File: src/gcrc_pkg.sv
`timescale 1ns / 1ps
`default_nettype none
// ----------------------------------------------------------------------------
// gcrc_pkg
// shared types, constants and code tables of the 4-to-5 gcr codec
// ----------------------------------------------------------------------------
package gcrc_pkg;

  localparam int unsigned GrpData  = 4;   // data bytes in one group
  localparam int unsigned GrpCode  = 5;   // code bytes in one group
  localparam int unsigned CntW     = 3;   // width of byte counts

  // mode register values
  localparam logic MODE_ENCODE = 1'b0;
  localparam logic MODE_DECODE = 1'b1;

  // result status codes
  localparam logic [1:0] ST_OK    = 2'd0;
  localparam logic [1:0] ST_BAD   = 2'd1;
  localparam logic [1:0] ST_SHORT = 2'd2;

  // one loaded burst of results, handed from collector to emitter
  typedef struct packed {
    logic [GrpCode-1:0][7:0] bytes;   // entry 0 goes out first
    logic [CntW-1:0]         count;   // number of results, 0 means none
    logic [1:0]              status;
  } burst_t;

  // nibble to 5-bit code
  function automatic logic [4:0] nib_to_code(input logic [3:0] nib);
    logic [4:0] c;
    case (nib)
      4'h0: c = 5'h0A;
      4'h1: c = 5'h0B;
      4'h2: c = 5'h12;
      4'h3: c = 5'h13;
      4'h4: c = 5'h0E;
      4'h5: c = 5'h0F;
      4'h6: c = 5'h16;
      4'h7: c = 5'h17;
      4'h8: c = 5'h09;
      4'h9: c = 5'h19;
      4'hA: c = 5'h1A;
      4'hB: c = 5'h1B;
      4'hC: c = 5'h0D;
      4'hD: c = 5'h1D;
      4'hE: c = 5'h1E;
      default: c = 5'h15;
    endcase
    return c;
  endfunction

  // 5-bit code to {invalid flag, nibble}
  function automatic logic [4:0] code_to_nib(input logic [4:0] code);
    logic [4:0] r;
    case (code)
      5'h0A: r = 5'h00;
      5'h0B: r = 5'h01;
      5'h12: r = 5'h02;
      5'h13: r = 5'h03;
      5'h0E: r = 5'h04;
      5'h0F: r = 5'h05;
      5'h16: r = 5'h06;
      5'h17: r = 5'h07;
      5'h09: r = 5'h08;
      5'h19: r = 5'h09;
      5'h1A: r = 5'h0A;
      5'h1B: r = 5'h0B;
      5'h0D: r = 5'h0C;
      5'h1D: r = 5'h0D;
      5'h1E: r = 5'h0E;
      5'h15: r = 5'h0F;
      default: r = 5'h10;
    endcase
    return r;
  endfunction

endpackage
`default_nettype wire

File: src/gcr_4_to_5_codec.sv
`timescale 1ns / 1ps
`default_nettype none
// a completing word shows its first result in the cycle after its acceptance
// throughput: one word per cycle while a group fills; the word that completes a
//   group waits until the previous burst has drained
// reset: asynchronous active-low clears mode (encode), group count and burst
// ----------------------------------------------------------------------------
// gcr_4_to_5_codec
// 4-to-5 group code recording codec: collects a group of words, converts it
// through the nibble code tables and streams results one word per unstalled cycle
// ----------------------------------------------------------------------------
module gcr_4_to_5_codec (
  input  logic       clk_i,
  input  logic       rst_ni,
  // config write channel, mode register
  input  logic       cfg_valid_i,
  output logic       cfg_ready_o,
  input  logic       cfg_mode_i,
  // input word channel
  input  logic       in_valid_i,
  output logic       in_stall_o,
  input  logic [7:0] data_byte_i,
  input  logic       last_byte_i,
  // result word channel
  output logic       out_valid_o,
  input  logic       out_stall_i,
  output logic [7:0] out_byte_o,
  output logic [1:0] status_o,
  output logic       last_of_group_o
);
  import gcrc_pkg::*;

  logic   mode_q;
  logic   cfg_wr;
  logic   busy;
  burst_t load;

  // mode writes are always taken; a write also drops any partial group
  assign cfg_ready_o = 1'b1;
  assign cfg_wr      = cfg_valid_i && cfg_ready_o;

  always_ff @(posedge clk_i or negedge rst_ni) begin
    if (!rst_ni) begin
      mode_q <= MODE_ENCODE;
    end else if (cfg_wr) begin
      mode_q <= cfg_mode_i;
    end
  end

  // input register stage: group bytes plus the table lookup logic
  gcrc_collect u_collect (
    .clk_i       (clk_i),
    .rst_ni      (rst_ni),
    .mode_i      (mode_q),
    .clear_i     (cfg_wr),
    .busy_i      (busy),
    .in_valid_i  (in_valid_i),
    .data_byte_i (data_byte_i),
    .last_byte_i (last_byte_i),
    .in_stall_o  (in_stall_o),
    .load_o      (load)
  );

  // result register stage: drains a burst of up to five words
  gcrc_emit u_emit (
    .clk_i           (clk_i),
    .rst_ni          (rst_ni),
    .load_i          (load),
    .busy_o          (busy),
    .out_valid_o     (out_valid_o),
    .out_stall_i     (out_stall_i),
    .out_byte_o      (out_byte_o),
    .status_o        (status_o),
    .last_of_group_o (last_of_group_o)
  );

endmodule
`default_nettype wire

File: src/gcrc_collect.sv
`timescale 1ns / 1ps
`default_nettype none
// ----------------------------------------------------------------------------
// gcrc_collect
// gathers group bytes and forms the encoded or decoded burst of a full group
// ----------------------------------------------------------------------------
module gcrc_collect (
  input  logic            clk_i,
  input  logic            rst_ni,
  input  logic            mode_i,
  input  logic            clear_i,
  input  logic            busy_i,
  input  logic            in_valid_i,
  input  logic [7:0]      data_byte_i,
  input  logic            last_byte_i,
  output logic            in_stall_o,
  output gcrc_pkg::burst_t load_o
);
  import gcrc_pkg::*;

  logic [GrpData-1:0][7:0] buf_q;
  logic [CntW-1:0]         cnt_q, cnt_d;
  logic                    done;
  logic                    accept;
  logic [GrpData-1:0][7:0] dbytes;
  logic [39:0]             enc_bits;
  logic [39:0]             dec_bits;
  logic [4:0]              dec_r [8];
  logic                    bad;
  burst_t                  load;

  // group completes with this word
  always_comb begin
    if (mode_i == MODE_DECODE) begin
      done = (cnt_q == CntW'(GrpCode - 1)) || last_byte_i;
    end else begin
      done = (cnt_q == CntW'(GrpData - 1)) || last_byte_i;
    end
  end

  assign in_stall_o = busy_i && done;
  assign accept     = in_valid_i && !in_stall_o;

  // encode: missing bytes of a short group read as zero
  always_comb begin
    for (int i = 0; i < GrpData; i++) begin
      if (CntW'(i) < cnt_q) begin
        dbytes[i] = buf_q[i];
      end else if (CntW'(i) == cnt_q) begin
        dbytes[i] = data_byte_i;
      end else begin
        dbytes[i] = 8'h00;
      end
    end
    for (int i = 0; i < GrpData; i++) begin
      enc_bits[39 - 10*i -: 5] = nib_to_code(dbytes[i][7:4]);
      enc_bits[34 - 10*i -: 5] = nib_to_code(dbytes[i][3:0]);
    end
  end

  // decode: eight codes from the four held bytes and the current one
  always_comb begin
    dec_bits = {buf_q[0], buf_q[1], buf_q[2], buf_q[3], data_byte_i};
    bad      = 1'b0;
    for (int i = 0; i < 8; i++) begin
      dec_r[i] = code_to_nib(dec_bits[39 - 5*i -: 5]);
      bad      = bad | dec_r[i][4];
    end
  end

  always_comb begin
    load = '0;
    if (accept && done) begin
      if (mode_i == MODE_ENCODE) begin
        for (int i = 0; i < GrpCode; i++) begin
          load.bytes[i] = enc_bits[39 - 8*i -: 8];
        end
        load.count  = CntW'(GrpCode);
        load.status = ST_OK;
      end else if (cnt_q != CntW'(GrpCode - 1)) begin
        load.count  = CntW'(1);
        load.status = ST_SHORT;
      end else if (bad) begin
        load.count  = CntW'(1);
        load.status = ST_BAD;
      end else begin
        for (int i = 0; i < GrpData; i++) begin
          load.bytes[i] = {dec_r[2*i][3:0], dec_r[2*i+1][3:0]};
        end
        load.count  = CntW'(GrpData);
        load.status = ST_OK;
      end
    end
  end

  assign load_o = load;

  always_comb begin
    cnt_d = cnt_q;
    if (clear_i) begin
      cnt_d = '0;
    end else if (accept) begin
      cnt_d = done ? '0 : cnt_q + CntW'(1);
    end
  end

  always_ff @(posedge clk_i or negedge rst_ni) begin
    if (!rst_ni) begin
      cnt_q <= '0;
    end else begin
      cnt_q <= cnt_d;
    end
  end

  // held bytes, no reset needed
  always_ff @(posedge clk_i) begin
    if (accept && !done) begin
      buf_q[cnt_q[1:0]] <= data_byte_i;
    end
  end

endmodule
`default_nettype wire

File: src/gcrc_emit.sv
`timescale 1ns / 1ps
`default_nettype none
// ----------------------------------------------------------------------------
// gcrc_emit
// result register that shifts one burst out a word per cycle unless the output is stalled
// ----------------------------------------------------------------------------
module gcrc_emit (
  input  logic            clk_i,
  input  logic            rst_ni,
  input  gcrc_pkg::burst_t load_i,
  output logic            busy_o,
  output logic            out_valid_o,
  input  logic            out_stall_i,
  output logic [7:0]      out_byte_o,
  output logic [1:0]      status_o,
  output logic            last_of_group_o
);
  import gcrc_pkg::*;

  logic [GrpCode-1:0][7:0] bytes_q, bytes_d;
  logic [CntW-1:0]         rem_q, rem_d;
  logic [1:0]              status_q, status_d;
  logic                    take;

  assign busy_o          = (rem_q != '0);
  assign out_valid_o     = busy_o;
  assign take            = busy_o && !out_stall_i;
  assign out_byte_o      = bytes_q[0];
  assign status_o        = status_q;
  assign last_of_group_o = (rem_q == CntW'(1));

  always_comb begin
    bytes_d  = bytes_q;
    rem_d    = rem_q;
    status_d = status_q;
    if (load_i.count != '0) begin
      bytes_d  = load_i.bytes;
      rem_d    = load_i.count;
      status_d = load_i.status;
    end else if (take) begin
      for (int i = 0; i < GrpCode - 1; i++) begin
        bytes_d[i] = bytes_q[i+1];
      end
      bytes_d[GrpCode-1] = 8'h00;
      rem_d = rem_q - CntW'(1);
    end
  end

  always_ff @(posedge clk_i or negedge rst_ni) begin
    if (!rst_ni) begin
      rem_q <= '0;
    end else begin
      rem_q <= rem_d;
    end
  end

  always_ff @(posedge clk_i) begin
    bytes_q  <= bytes_d;
    status_q <= status_d;
  end

endmodule
`default_nettype wire
File: config.mk
export PLATFORM = sky130hd
export DESIGN_NAME = gcr_4_to_5_codec
export DESIGN_NICKNAME = d
export VERILOG_FILES = /design/src/gcrc_pkg.sv /design/src/gcr_4_to_5_codec.sv /design/src/gcrc_collect.sv /design/src/gcrc_emit.sv
export SDC_FILE = /design/constraint.sdc
export NUM_CORES = 1
export LEC_CHECK = 0
export BUFFER_PORTS_ARGS = -buffer_cell sky130_fd_sc_hd__buf_2
export CORE_MARGIN = 8
export CORE_UTILIZATION = 40
export CTS_CLUSTER_DIAMETER = 40
export DETAILED_ROUTE_END_ITERATION = 6
export HOLD_SLACK_MARGIN = 0.15
export PLACE_DENSITY = 0.63
export SLEW_MARGIN = 20
export SYNTH_ARGS = -nofsm -noshare
export SYNTH_HDL_FRONTEND = slang
export SYNTH_SLANG_ARGS = --single-unit
export TNS_END_PERCENT = 100
File: constraint.sdc
create_clock -name clk_i -period 4.15 [get_ports clk_i]
set_clock_uncertainty 0.05 [all_clocks]
set_input_delay 1.245 -clock clk_i [delete_from_list [all_inputs] [get_ports clk_i]]
set_output_delay 1.245 -clock clk_i [all_outputs]
set_load 0.005 [all_outputs]
==> flow_summary.yaml <==
placement:
  place.detailed.hpwl_um: 17100
  gp_congestion: 0.911
  port_buffers: 27
  dp.cells: 1179
logic_synthesis:
  yosysMostFrequentCell: "nand2_1"
  synth_area_per_cell_um2: 9.12
  synth-seq-cells: 111
  yosys_warnings: 0
  netlist_area_um2: 8490
  synth-async-reset-ratio_pct: 6.31
  synth_edf_count: 74
  post_synth_num_cell_types: 80
  synth_largest_area_cell: "edfxtp_1"
  synth_flop_cell: "edfxtp_1"
  synth_common_cells: "nand2_1 (76), edfxtp_1 (74), o21ai_0 (70)"
  synth_top_area_share_pct: 26.2
  synth_area_leaders: "edfxtp_1 (26%), dfxtp_1 (7.1%), mux2i_1 (7.0%)"
  synth-seq-area-share_pct: 35.3
  syn-num-nets: 991
  syn-instance-count: 931
cts:
  cts_inserted_buffers: 9
  postCtsSetupBuffers: 0
  cts_resized: 0
  hold_buffers: 0
  htreeDepth: 3
  clkTransAtPathRegs_ps: 80
  cts-root-buf: "clkbuf_16"
  clkSinkCount: 111
  cts_tree: "yes"
  cts_buffer_depth: 2
  clk_latency_ps: 370
global_route:
  globalRoute.busiestLayer: "met2"
  grtUsageMet2_pct: 30.0
  grt_overflow: 0
  grt.met3_usage_pct: 2.35
  grt_pass1_wl_um: 36700
  track_usage_pct: 17.7
  grt_max_degree: 42
  antenna_found_initial: 0
  grt_pass1_vias: 6519
  use_met1_pct: 23.1
floorplanning:
  start_util_pct: 40.5
  ios: 29
  die_w_um: 162
  die_area_um2: 26100
  rows: 53
  die_h_um: 162
  core_um2: 21000
sta:
  finalCriticalPeriod_ps: 3450
  finalSetupTns_ps: 0
  final_max_slew_viol_count: 0
  fmax_mhz: 290
  setup-violations-final: 0
  relSlewSlack_pct: 47.7
  holdWs_ps: 483
  rsz0062_at_grt: "false"
  hold_violations: 0
  finalCritPeriodShare_pct: 83.1
  worst_slew_pin_slew_ps: 785
route:
  viasPerCell: 5.84
  dr.pass1.iters: 5
  drt-total-wl_um: 23400
  drc: 0
  ant_nets: 0
  drt_iter0_drc: 586
  num_vias: 6978
  wl_per_cell_um: 19.6
worst_setup_path:
  crit_chain: "inv_1, ha_1, a31o_2, nor2_1, nor2_1, buf_2"
  critical-path-max-stage-delay_ps: 610
  endpoint_kind: "primary output"
  crit_top_cell: "nor2_1"
  worstPathArrival_ps: 2150
  crit_type: "flip-flop to primary output"
  critPathTopFamily: "flip-flops"
  cp.required_ps: 2850
  crit_slowest_cell: "dfrtp_1"
  start_kind: "flip-flop"
  crit_buf_inv: 2
  crit_fanout: 14
power:
  leakage_nw: 3.67
  ir_drop_v: 0.000176
  powerDensity_nw_per_um2: 374
finish:
  finalNetCount: 975
  syn_to_final_growth_pct: 7.15
  layout-drive-gt1-share_pct: 14.0
  antenna_cells: 0
  final_cells: 1195
status:
  status: "finished, final reports clean"
run:
  drv_cap: 0
min_path:
  holdCritPathClass: "flip-flop to flip-flop"
worst min-delay path, stage by stage (launching register included):
cell      delay, ps
edfxtp_1        330
nand2_1          50
nand3_1          60
flip-flops by register name (all words and copies together), names as in the netlist:
signal             flops
u_emit.status_o        2
u_emit.out_byte_o      8
mode_q                 1
u_collect.buf_q       32
u_collect.dec_r       30
u_emit.rem_q           3
u_emit.bytes_q        32
u_collect.cnt_q        3
where the power goes:
part / switching (mW) / leakage (nW) / internal, mW
clock: 0.456 / 0.162 / 0.498
combinational: 0.541 / 2.45 / 0.354
sequential: 0.107 / 1.05 / 1.45
total: 1.10 / 3.67 / 2.30
worst paths after layout:
path | startpoint | slack, ps | cells after the start | endpoint
min | u_emit.bytes_q[24]$_DFFE_PP_ | 480 | 2 | u_emit.bytes_q[16]$_DFFE_PP_
min in group asynchronous | rst_ni | 660 | 1 | u_collect.cnt_q[2]$_DFFE_PN0P_
min reg2reg | u_emit.bytes_q[24]$_DFFE_PP_ | 480 | 2 | u_emit.bytes_q[16]$_DFFE_PP_
max reg2reg | u_collect.cnt_q[0]$_DFFE_PN0P_ | 920 | 10 | u_collect.dec_r[33]$_DFF_P_
max | u_collect.cnt_q[0]$_DFFE_PN0P_ | 700 | 6 | in_stall_o
max in group asynchronous | rst_ni | 3210 | 1 | u_collect.cnt_q[1]$_DFFE_PN0P_
area by class of cell:
cell class | instances | area (um^2)
repair buffers | 51 | 315
well taps | 275 | 344
multi-input cells | 679 | 4870
inverters | 63 | 241
clock inverters | 5 | 51.3
clock buffers | 11 | 275
fillers | 2044 | 11900
flip-flops and latches | 111 | 3000
placed cells by master (no fill, tap or decap), types with 12 or more instances in the layout:
cell / netlist / layout
nor2_1: 48 / 48
and3_1: 12 / 12
nand3_1: 23 / 23
buf_4: 13 / 24
mux2_2: 40 / 40
nand2_1: 76 / 76
buf_2: 23 / 27
ha_1: 45 / 45
a31oi_1: 22 / 22
o21ai_0: 70 / 69
inv_1: 61 / 61
nor2b_1: 15 / 15
dfxtp_1: 30 / 30
nand2b_1: 20 / 20
mux2i_1: 59 / 59
edfxtp_1: 74 / 74
a21oi_1: 38 / 38
a22oi_1: 25 / 25
cell families after synthesis:
logic type      Yosys count  synth area share, %
xor+xnor                 14                 1.44
simple gates            250                 15.2
mux                     100                 12.4
compound gates          269                 21.4
fa+ha+maj                45                 6.63
buf+inv                 141                 7.50
flops                   111                 35.3
other cells               1               0.0442
metrics by stage:
stage	instance area [um^2]	setup WS [ps]	power [mW]	utilization [%]
final	9100	700	3.40	43.4
after floorplan	8490	302	2.20	-
after detailed placement	8770	612	2.47	41.9
after CTS	9100	685	3.41	43.4
after global placement	8770	659	2.45	41.9
after global routing	9100	519	3.57	43.4
layer usage:
metal / part of all wire [%] / routed length, um / vias up
met3: 5.2 / 1230 / 22
met1: 45 / 10600 / 3381
li1: - / - / 3358
met5: 0 / 0 / -
met2: 48 / 11100 / 217
met4: 1.7 / 389 / 0
Power figures use the tool's default switching activity.
